===== src/sv/assert_macros.svh =====
// assertion helpers for the associative memory
`ifndef ASSERT_MACROS_SVH
`define ASSERT_MACROS_SVH
// property must hold at every clock edge outside reset
`define ASSERT_ALWAYS(label, clk, rst, prop, msg) \
   label: assert property (@(posedge clk) disable iff (rst) (prop)) else $error(msg);
// antecedent implies consequent in the next cycle
`define ASSERT_NEXT(label, clk, rst, ante, cons, msg) \
   label: assert property (@(posedge clk) disable iff (rst) (ante) |=> (cons)) else $error(msg);
`endif


===== src/sv/amnm_pkg.sv =====
`default_nettype none
package amnm_pkg;
   localparam int ENTRIES_DEFAULT = 16;
   localparam logic [15:0] MISS_WORD = 16'hFFFF;

   typedef enum logic [2:0] {
      OP_EXACT   = 3'd0,
      OP_NEAREST = 3'd1,
      OP_STORE   = 3'd2,
      OP_DELETE  = 3'd3,
      OP_LOOKUP  = 3'd4,
      OP_UPDATE  = 3'd5,
      OP_READ    = 3'd6,
      OP_CLEAR   = 3'd7
   } op_type;

   localparam logic [1:0] ST_DONE  = 2'd0;
   localparam logic [1:0] ST_MISS  = 2'd1;
   localparam logic [1:0] ST_FULL  = 2'd2;
   localparam logic [1:0] ST_EMPTY = 2'd3;

   // one entry as it travels around the ring
   typedef struct packed {
      logic        valid;
      logic [15:0] key;
      logic [15:0] word;
      logic [7:0]  age;
   } entry_type;

   // write-back command applied to the entry passing the head of the ring
   typedef struct packed {
      logic        wr;      // replace entry with new_entry
      logic        age_inc; // increment age if valid
      entry_type   new_entry;
   } cell_cmd_type;

   function automatic logic [4:0] popcount16(input logic [15:0] x);
      logic [4:0] n;
      n = '0;
      for (int b = 0; b < 16; b++) n = n + 5'(x[b]);
      return n;
   endfunction
endpackage
`default_nettype wire


===== src/sv/amnm_cell.sv =====
`default_nettype none
module amnm_cell (
   input  wire logic                 clock,
   input  wire logic                 reset,
   input  wire logic                 shift,
   input  wire logic                 clear,
   input  wire amnm_pkg::entry_type  d_in,
   output amnm_pkg::entry_type       d_out
);
   import amnm_pkg::*;
   entry_type ent_ff;

   always_ff @(posedge clock) begin
      if (reset || clear) begin
         ent_ff <= '0;
      end else if (shift) begin
         ent_ff <= d_in;
      end
   end
   assign d_out = ent_ff;
endmodule
`default_nettype wire


===== src/sv/associative_memory_with_nearest_match_unit.sv =====
// an accepted request is served in two turns of the ring of entry cells, which
// rotates one entry per cycle past a single compare and write-back point:
// one full turn to scan and one to write back; no new request is taken
// until the result has been registered
// a waiting result stalls the next request until it is taken
// reset (synchronous, active high) clears all entries and counters at once
`default_nettype none
module associative_memory_with_nearest_match_unit #(
   parameter int ENTRIES = amnm_pkg::ENTRIES_DEFAULT
) (
   input  wire logic        clock,
   input  wire logic        reset,
   input  wire logic        req_valid,
   output logic             req_stall,
   input  wire logic [2:0]  req_kind,
   input  wire logic [15:0] req_pattern,
   input  wire logic [15:0] req_value,
   input  wire logic [3:0]  req_slot,
   output logic             rsp_valid,
   input  wire logic        rsp_stall,
   output logic [1:0]       rsp_status,
   output logic [3:0]       rsp_entry_index,
   output logic [15:0]      rsp_entry_data,
   output logic [15:0]      rsp_entry_pattern,
   output logic [4:0]       rsp_distance,
   output logic [31:0]      rsp_hit_total,
   output logic [31:0]      rsp_miss_total,
   output logic [31:0]      rsp_search_total,
   output logic [31:0]      rsp_store_total
);
   import amnm_pkg::*;
   `include "assert_macros.svh"

   localparam int IW = (ENTRIES > 1) ? $clog2(ENTRIES) : 1;
   localparam int CW = $clog2(ENTRIES + 1);

   typedef enum logic [1:0] {S_IDLE, S_SCAN, S_APPLY, S_DONE} state_type;

   state_type state_ff;
   logic [CW-1:0] cnt_ff;     // position of the entry at the head
   op_type kind_ff;
   logic [15:0] pat_ff, val_ff;
   logic [3:0] slot_ff;

   // scan results
   logic          key_hit_ff, free_hit_ff, near_hit_ff, read_hit_ff;
   logic [IW-1:0] key_idx_ff, free_idx_ff, near_idx_ff, old_idx_ff;
   logic [4:0]    near_d_ff;
   logic [7:0]    old_age_ff;
   entry_type     key_ent_ff, near_ent_ff, read_ent_ff;

   // apply pass decisions
   logic          tgt_ff;     // a write-back target exists
   logic [IW-1:0] tgt_idx_ff;
   entry_type     tgt_ent_ff;
   logic          age_ff;     // increment ages in apply pass

   logic [31:0] hit_ff, miss_ff, search_ff, store_ff;
   logic        out_v_ff;
   logic [1:0]  o_st_ff;
   logic [3:0]  o_idx_ff;
   logic [15:0] o_data_ff, o_pat_ff;
   logic [4:0]  o_dist_ff;

   // ring of cells
   entry_type ring [ENTRIES];
   entry_type head, head_in;
   logic shift, clr;
   cell_cmd_type cmd;
   logic [IW-1:0] pos;

   assign head = ring[ENTRIES-1];
   assign pos  = cnt_ff[IW-1:0];
   assign shift = (state_ff == S_SCAN) || (state_ff == S_APPLY);
   assign clr  = 1'b0;

   // write-back target, decided from the scan results and held through apply
   logic          tgt_in, age_in;
   logic [IW-1:0] tgt_idx_in;
   entry_type     tgt_ent_in;
   always_comb begin
      tgt_in = 1'b0; age_in = 1'b0; tgt_idx_in = '0;
      tgt_ent_in = '{valid: 1'b1, key: pat_ff, word: val_ff, age: 8'd0};
      case (kind_ff)
         OP_LOOKUP: begin
            if (key_hit_ff && key_ent_ff.word != MISS_WORD) begin
               tgt_in = 1'b1; age_in = 1'b1; tgt_idx_in = key_idx_ff;
               tgt_ent_in = key_ent_ff; tgt_ent_in.age = 8'd0;
            end
         end
         OP_STORE, OP_UPDATE: begin
            if (key_hit_ff) begin
               tgt_in = 1'b1; tgt_idx_in = key_idx_ff;
            end else if (free_hit_ff) begin
               tgt_in = 1'b1; tgt_idx_in = free_idx_ff;
            end else if (kind_ff == OP_UPDATE) begin
               tgt_in = 1'b1; tgt_idx_in = old_idx_ff;
            end
         end
         OP_DELETE: begin
            if (key_hit_ff) begin
               tgt_in = 1'b1; tgt_idx_in = key_idx_ff;
               tgt_ent_in = '{valid: 1'b0, key: 16'd0, word: 16'd0, age: key_ent_ff.age};
            end
         end
         default: ;
      endcase
   end

   always_comb begin
      cmd = '0;
      if (state_ff == S_APPLY) begin
         // entry 0 passes the head before the decision is registered
         if (cnt_ff == '0) begin
            cmd.wr = tgt_in && (tgt_idx_in == pos);
            cmd.age_inc = age_in && !cmd.wr;
            cmd.new_entry = tgt_ent_in;
         end else begin
            cmd.wr = tgt_ff && (tgt_idx_ff == pos);
            cmd.age_inc = age_ff && !cmd.wr;
            cmd.new_entry = tgt_ent_ff;
         end
      end
      head_in = head;
      if (cmd.wr) begin
         head_in = cmd.new_entry;
      end else if (cmd.age_inc && head.valid) begin
         head_in.age = head.age + 8'd1;
      end
   end

   for (genvar g = 0; g < ENTRIES; g++) begin : g_cell
      amnm_cell u_cell (
         .clock (clock),
         .reset (reset || (state_ff == S_DONE && kind_ff == OP_CLEAR)),
         .shift (shift),
         .clear (clr),
         .d_in  ((g == 0) ? head_in : ring[(g == 0) ? 0 : g-1]),
         .d_out (ring[g])
      );
   end

   logic [4:0] d_cur;
   assign d_cur = popcount16(pat_ff ^ head.key);

   assign req_stall = (state_ff != S_IDLE) || (out_v_ff && rsp_stall);

   // result and counters at end of scan
   logic [1:0]  o_st_in;
   logic [3:0]  o_idx_in;
   logic [15:0] o_data_in, o_pat_in;
   logic [4:0]  o_dist_in;
   logic [31:0] hit_in, miss_in, search_in, store_in;
   always_comb begin
      o_dist_in = '0; o_st_in = ST_DONE; o_idx_in = '0;
      o_data_in = MISS_WORD; o_pat_in = '0;
      hit_in = hit_ff; miss_in = miss_ff; search_in = search_ff; store_in = store_ff;
      case (kind_ff)
         OP_EXACT, OP_LOOKUP: begin
            search_in = search_ff + 32'd1;
            if (key_hit_ff) begin
               hit_in = hit_ff + 32'd1;
               o_idx_in = 4'(key_idx_ff);
               o_data_in = key_ent_ff.word; o_pat_in = key_ent_ff.key;
            end else begin
               miss_in = miss_ff + 32'd1; o_st_in = ST_MISS;
            end
         end
         OP_NEAREST: begin
            search_in = search_ff + 32'd1;
            if (near_hit_ff) begin
               hit_in = hit_ff + 32'd1;
               o_idx_in = 4'(near_idx_ff); o_dist_in = near_d_ff;
               o_data_in = near_ent_ff.word; o_pat_in = near_ent_ff.key;
            end else begin
               miss_in = miss_ff + 32'd1; o_st_in = ST_MISS;
            end
         end
         OP_STORE, OP_UPDATE: begin
            store_in = store_ff + 32'd1;
            if (tgt_in) begin
               o_idx_in = 4'(tgt_idx_in);
               o_data_in = val_ff; o_pat_in = pat_ff;
            end else begin
               o_st_in = ST_FULL;
            end
         end
         OP_DELETE: begin
            if (key_hit_ff) begin
               o_idx_in = 4'(key_idx_ff);
               o_data_in = key_ent_ff.word; o_pat_in = key_ent_ff.key;
            end else begin
               o_st_in = ST_MISS;
            end
         end
         OP_READ: begin
            o_idx_in = slot_ff;
            if (read_hit_ff) begin
               o_data_in = read_ent_ff.word; o_pat_in = read_ent_ff.key;
            end else begin
               o_st_in = ST_EMPTY; o_pat_in = MISS_WORD;
            end
         end
         default: begin
            o_data_in = '0;
            hit_in = '0; miss_in = '0; search_in = '0; store_in = '0;
         end
      endcase
   end

   always_ff @(posedge clock) begin
      if (reset) begin
         state_ff <= S_IDLE;
         out_v_ff <= 1'b0;
         hit_ff <= '0; miss_ff <= '0; search_ff <= '0; store_ff <= '0;
         cnt_ff <= '0;
      end else begin
         if (out_v_ff && !rsp_stall) out_v_ff <= 1'b0;
         unique case (state_ff)
            S_IDLE: begin
               if (req_valid && !req_stall) begin
                  kind_ff <= op_type'(req_kind);
                  pat_ff <= req_pattern; val_ff <= req_value; slot_ff <= req_slot;
                  key_hit_ff <= 1'b0; free_hit_ff <= 1'b0; near_hit_ff <= 1'b0;
                  read_hit_ff <= 1'b0;
                  near_d_ff <= 5'd17; old_age_ff <= '0; old_idx_ff <= '0;
                  key_idx_ff <= '0; free_idx_ff <= '0; near_idx_ff <= '0;
                  cnt_ff <= '0;
                  state_ff <= S_SCAN;
               end
            end
            S_SCAN: begin
               // the head holds entry pos this cycle
               if (head.valid && head.key == pat_ff && !key_hit_ff) begin
                  key_hit_ff <= 1'b1; key_idx_ff <= pos; key_ent_ff <= head;
               end
               if (!head.valid && !free_hit_ff) begin
                  free_hit_ff <= 1'b1; free_idx_ff <= pos;
               end
               if (head.valid && d_cur < near_d_ff) begin
                  near_hit_ff <= 1'b1; near_d_ff <= d_cur;
                  near_idx_ff <= pos; near_ent_ff <= head;
               end
               if (head.valid && head.age > old_age_ff) begin
                  old_age_ff <= head.age; old_idx_ff <= pos;
               end
               if (int'(pos) == int'(slot_ff) && head.valid) begin
                  read_hit_ff <= 1'b1; read_ent_ff <= head;
               end
               if (cnt_ff == CW'(ENTRIES - 1)) begin
                  cnt_ff <= '0;
                  state_ff <= S_APPLY;
               end else begin
                  cnt_ff <= cnt_ff + CW'(1);
               end
            end
            S_APPLY: begin
               if (cnt_ff == CW'(ENTRIES - 1)) begin
                  cnt_ff <= '0;
                  state_ff <= S_DONE;
               end else begin
                  cnt_ff <= cnt_ff + CW'(1);
               end
            end
            S_DONE: begin
               out_v_ff <= 1'b1;
               state_ff <= S_IDLE;
            end
            default: state_ff <= S_IDLE;
         endcase
         if (state_ff == S_APPLY && cnt_ff == '0) begin
            o_dist_ff <= o_dist_in; o_st_ff <= o_st_in; o_idx_ff <= o_idx_in;
            o_data_ff <= o_data_in; o_pat_ff <= o_pat_in;
            hit_ff <= hit_in; miss_ff <= miss_in;
            search_ff <= search_in; store_ff <= store_in;
         end
      end
   end

   always_ff @(posedge clock) begin
      if (reset) begin
         tgt_ff <= 1'b0; age_ff <= 1'b0;
      end else if (state_ff == S_APPLY && cnt_ff == '0) begin
         tgt_ff <= tgt_in; age_ff <= age_in;
      end
      if (state_ff == S_APPLY && cnt_ff == '0) begin
         tgt_idx_ff <= tgt_idx_in; tgt_ent_ff <= tgt_ent_in;
      end
   end

   assign rsp_valid = out_v_ff;
   assign rsp_status = o_st_ff;
   assign rsp_entry_index = o_idx_ff;
   assign rsp_entry_data = o_data_ff;
   assign rsp_entry_pattern = o_pat_ff;
   assign rsp_distance = o_dist_ff;
   assign rsp_hit_total = hit_ff;
   assign rsp_miss_total = miss_ff;
   assign rsp_search_total = search_ff;
   assign rsp_store_total = store_ff;

   `ASSERT_ALWAYS(a_busy_stall, clock, reset, (state_ff != S_IDLE) |-> req_stall, "busy not stalled")
   `ASSERT_NEXT(a_done_out, clock, reset, state_ff == S_DONE, rsp_valid, "result not shown")
   `ASSERT_ALWAYS(a_hold, clock, reset, (rsp_valid && rsp_stall) |=> rsp_valid, "result dropped")
endmodule
`default_nettype wire


===== config.mk =====
export PLATFORM = sky130hd
export DESIGN_NAME = associative_memory_with_nearest_match_unit
export DESIGN_NICKNAME = d
export VERILOG_FILES = /design/src/sv/amnm_pkg.sv /design/src/sv/amnm_cell.sv /design/src/sv/associative_memory_with_nearest_match_unit.sv
export VERILOG_INCLUDE_DIRS = /design/src /design/src/sv
export SDC_FILE = /design/constraint.sdc
export NUM_CORES = 2
export LEC_CHECK = 0
export BUFFER_PORTS_ARGS = -buffer_cell sky130_fd_sc_hd__buf_2
export CAP_MARGIN = 0
export CORE_MARGIN = 1
export CORE_UTILIZATION = 60
export DETAILED_ROUTE_END_ITERATION = 8
export PLACE_DENSITY = 0.74
export SYNTH_ARGS = -nofsm -noshare
export SYNTH_HDL_FRONTEND = slang
export SYNTH_SLANG_ARGS = --single-unit

===== constraint.sdc =====
create_clock -name clock -period 16.95 [get_ports clock]
set_input_delay 3.39 -clock clock [delete_from_list [all_inputs] [get_ports clock]]
set_output_delay 3.39 -clock clock [all_outputs]
set_load 0.1 [all_outputs]

# Word level (Yosys, flattened, before mapping)
# Cells that the tools add are included.
# word_totals
ff_bits	1059
latch_bits	0
mem_bits_rw	0
romBits	0
inputBits	43
wordCells	298
mem_count	0
# classes
n_addsub	21
multipliers	0
div_mod_pow	0
magnitude_cmp	2
eq_ne	28
n_shift	0
muxes	80
bitwise_logic	4
reduce_logical	58
# op_table
cell	count
$pmux W32 S3	2
$add A32 B1 Y32 const B	4
$mux W16	8
$mux W32	4
$pmux W16 S4	2
$pmux W32 S2	2
$mux W43	2
$mux W41	2
$pmux W41 S2	1
$add A5 B1 Y5	11
$mux W4	12
$mux W33	1
$mux W8	4
$pmux W4 S2	4
$reduce_and A4 Y1	7
$mux W5	4
$pmux W5 S2	2
$logic_and A1 B1 Y1	17
$eq A16 B16 Y1	1
$ne A16 B16 Y1 const B	1
$pmux W2 S4	2
$pmux W4 S4	1
$pmux W8 S2	1
$xor A16 B16 Y16	1
other kinds (35)	97

# Longest topological paths before layout
# logic_depth
ltp_word	20
depth_mapped	17
ltp_nobuf	17

# Hierarchy
# A second synthesis with hierarchy kept.
# unflattened
cells_unflattened	3908
area_unflattened_um2	42788.5
# modules_own_cells
module	n_inst	cells_per_inst	area_per_inst_um2
amnm_cell	16	134	1507.7
associative_memory_with_nearest_match_unit	1	1764	18665.4

# Least setup slack after synthesis
# OpenSTA, ideal clock, no wires.
# synth_timing
kind	input -> output
startpoint	input rsp_stall
endpoint	output req_stall
t_arrival_ns	4.146
t_required_ns	13.560
path_slack_ns	9.414
cell_stages	2
n_path_buf	0
cell_sequence	nand2_1 -> nand2_1
# synth_via
elab_chain_cells	2
# synth_lines
element	line_no	source
from (decl)	associative_memory_with_nearest_match_unit.sv:20	input wire logic rsp_stall,
$logic_and A1 B1 Y1	associative_memory_with_nearest_match_unit.sv:146	assign req_stall = (state_ff != S_IDLE) || (out_v_ff && rsp_stall);
$logic_or A1 B1 Y1	associative_memory_with_nearest_match_unit.sv:146	
to (decl)	associative_memory_with_nearest_match_unit.sv:14	output logic req_stall,
# Every way passes these cells.

# Final worst setup path
# Ends and elaborated chain as after synthesis.

==> key figures <==
Critical path
  – Max incr delay on CP: approximately 410 ps
  – Family with the most delay on the worst path: buffers and inverters
  – CP Launch Type: input port
  – Slowest stage cell, crit path: buf_2
  – CP bufs+invs: 2
  – Worst EP required: between 10,000 and 15,000 ps
  – Crit-path max FO: 2
  – Critical path type: in -> out
  – Worst EP arrival: ~4000 ps
  – Cells along the critical path: buf_2 > nand2_1 > nand2_1 > buf_2
  – CP Capture Type: primary output

Floorplan
  – Die Footprint: 0.06953 mm²
  – Top Ports: between 200 and 250
  – DIE HEIGHT: 263.7 µm
  – Initial core utilization: 0.6086
  – Die Wd: 263.7 µm
  – Number of cell rows: 95
  – Core box area: 0.06751 mm²

Clocking
  – CTS root buf: clkbuf_16
  – # hold bufs at CTS: 0
  – Cts bufs inserted: ~100
  – CTS max path bufs: 3
  – H-tree depth: 3
  – Post-CTS Setup Inserts: 0
  – CTS tree: built
  – Clock sinks: roughly 1.1k
  – Clock Latency Late Sink: 670 ps
  – Post-CTS Resized: 0
  – Clk pin slew, worst setup/hold paths: 60 ps

Global routing
  – Antenna violations before repair: 0
  – Total gr overflow: 0
  – Largest net degree at the start of global routing: approximately 240
  – First-pass GRT wire length: between 100,000 and 150,000 µm
  – Number of global-route vias before repair: ~26k
  – GR Util All Layers: 0.2379

Cells and area
  – Fin area: ~0.046 mm²
  – N_diodes: 0
  – FILL cells: a little over 5k
  – Layout cells sized above 1: 0.1084
  – Area grow syn2layout: 12.26%
  – Final net count: between 4k and 5k

Power
  – Worst VDD drop: slightly above 0.2 mV
  – PD cells: 149.0 mW/mm²
  – Total power: about 0.007 W
  – Leak pwr: between 15 and 20 nW

STA
  – Final Hold Vio Count: 0
  – Final period util: 0.4368
  – Peak Freq: 135.1 MHz
  – Layout Skew: ~35 ps
  – Worst-margin pin slew: around 1200 ps
  – Rel. slew slack: 0.2147
  – Final setup fails: 0
  – RSZ-0062 raised after global routing: no
  – Max-slew violation count: 0
  – Fin crit period: ~7400 ps
  – Fin Setup TNS: 0 ps

Drt
  – Final wirelength: approximately 84,000 µm
  – Drt drc: 0
  – Wire length per cell: 17.15 µm
  – Vias per cell: roughly 5.6
  – DR pass1 iterations: 8
  – DR vias: ~27k
  – Final antenna-violating net count: 0
  – 1st-iter DRT viols: ~2.4k

Synth
  – Post-Syn Area: approximately 0.041 mm²
  – Number of flops mapped to enable cells by yosys: approximately 270
  – Yosys cell types: 70
  – Seq cells post-synth: roughly 1.1k
  – Synth Instances: approximately 3.8k
  – Ys async rst share: 0
  – Register area share after synthesis: 0.5805
  – Yosys warns: 0
  – Synth Net Count: between 3k and 4k
  – Primary FF master, synth: dfxtp_1
  – Post-synthesis average cell area: 10.79 µm²

Placed design
  – Placer Congestion: approximately 0.86
  – Area after DPL: approximately 0.043 mm²
  – Dpl hpwl: between 50,000 and 60,000 µm
  – PortBufs: 215

Run
  – Max Cap Viol: 0

Outcome
  – Status: completed

Min path
  – Worst Hold Class: reg -> reg
==> state kept, by name, indices dropped and copies added, names as in the netlist, 5 cells and up <==
name                 flops
rsp_store_total         32
val_ff                  16
rsp_miss_total          32
key_ent_ff              41
rsp_entry_pattern       16
tgt_ent_ff              41
rsp_entry_data          16
rsp_distance             5
near_d_ff                5
read_ent_ff             32
near_ent_ff             32
rsp_search_total        32
cnt_ff                   5
rsp_hit_total           32
pat_ff                  16
old_age_ff               8
g_cell.u_cell.d_out    656
==> final cells by class <==
type,instances,area [µm²],area share
Inverter,51,191.4,0.004151
Tap cell,873,1092,0.02368
Clock inverter,38,335.3,0.007270
Timing Repair Buffer,246,1346,0.02919
Multi-Input combinational cell,2463,16220,0.3517
Sequential cell,1059,23850,0.5172
Clock buffer,157,3085,0.06690
==> layout by cell type, fill, tap and decap left out, types with 31 or more instances in the layout <==
cell / instances
a211oi_1: 35
a21oi_1: 63
a221oi_1: 34
a31oi_1: 33
and2_1: 31
and3_1: 48
buf_2: 215
clkbuf_16: 107
dfxtp_1: 794
edfxtp_1: 265
inv_1: 50
mux2i_1: 652
nand2_1: 177
nand3_1: 85
nor2_1: 837
o21ai_0: 49
xnor2_1: 55
xor2_1: 79
==> cells in the mapped netlist, types with 4 or more instances <==
| master | instances | area share |
|---|---|---|
| dfxtp_1 | 794 | 0.39 |
| a21oi_1 | 63 | 0.0077 |
| or3_1 | 22 | 0.0033 |
| o21ai_0 | 49 | 0.0060 |
| a21o_1 | 6 | 0.0011 |
| and4_1 | 9 | 0.0019 |
| a211oi_1 | 35 | 0.0064 |
| edfxtp_1 | 265 | 0.19 |
| inv_1 | 50 | 0.0046 |
| nand3b_1 | 5 | 0.00091 |
| a32oi_1 | 5 | 0.0011 |
| ha_1 | 29 | 0.0088 |
| nor4_1 | 12 | 0.0018 |
| a222oi_1 | 20 | 0.0049 |
| a221oi_1 | 34 | 0.0072 |
| a21boi_0 | 4 | 0.00073 |
| xor2_1 | 79 | 0.017 |
| and3_1 | 48 | 0.0073 |
| nor2_1 | 844 | 0.077 |
| o21a_1 | 6 | 0.0011 |
| mux2i_1 | 652 | 0.16 |
| nand3_1 | 85 | 0.010 |
| o2111ai_1 | 5 | 0.0011 |
| o211ai_1 | 19 | 0.0035 |
| o21ai_1 | 7 | 0.00085 |
| and2_1 | 31 | 0.0047 |
| a31oi_1 | 33 | 0.0050 |
| nand2_1 | 178 | 0.016 |
| buf_1 | 4 | 0.00037 |
| nand4_1 | 22 | 0.0033 |
| fa_1 | 10 | 0.0049 |
| nor3_1 | 17 | 0.0021 |
| clkbuf_1 | 223 | 0.020 |
| nand2b_1 | 29 | 0.0044 |
| nor2b_1 | 8 | 0.0012 |
| xnor2_1 | 55 | 0.012 |
==> worst register-to-register path, stage by stage (launching register included) <==
cell and delay [ps]:
edfxtp_1 460, xnor2_1 420, fa_1 500, inv_1 90, fa_1 440, fa_1 500, inv_1 60, fa_1 520
inv_1 40, ha_1 220, fa_1 440, xor2_1 250, ha_1 270, a21oi_1 160, nor2b_1 60, o21ai_0 160
nand2_1 120, a21oi_1 820
==> cells by family after synthesis <==
group / synth area share
compound gates: 0.05366
xor+xnor: 0.02856
fa+ha+maj: 0.01370
buf+inv: 0.02677
flops: 0.5805
mux: 0.1597
simple gates: 0.1371
==> layer usage <==
metal  part of all wire  routed length (µm)  up-vias  track usage
met5                  0                   0        -            0
met4              0.028                2382        0      0.08061
met3              0.065                5445      154      0.04092
met2               0.43               35760      789       0.3487
met1               0.48               40250    12850       0.3550
li1                   -                   -    13500            -
==> report_power, final <==
group | switching, W | internal (W) | leakage, nW
logic | 0.00107 | 0.000708 | 7.17
clock network | 0.000964 | 0.00129 | 1.68
registers | 0.0000926 | 0.00275 | 8.85
total | 0.00212 | 0.00475 | 17.7
==> worst paths after layout <==
kind	from	end	slack (ps)	depth (start not counted)
hold / removal	g_cell[0].u_cell.d_out[40]	g_cell[0].u_cell.d_out[40]	470	2
setup reg to reg	pat_ff[15]	near_idx_ff[0]	11060	17
hold reg to reg	g_cell[0].u_cell.d_out[40]	g_cell[0].u_cell.d_out[40]	470	2
setup / recovery	rsp_stall	req_stall	9550	4
==> stage by stage <==
stage	cells	util	hold WS (ps)	setup slack, ps
after floorplan	3807	-	429.2	9414
after global placement	4692	0.6325	455.7	9532
after detailed placement	4692	0.6325	465.3	9542
after CTS	4887	0.6832	473.6	9542
after global routing	4887	0.6832	492.4	9516
final	4887	0.6832	468.8	9546
No activity file was read; power rests on OpenSTA's default activity.
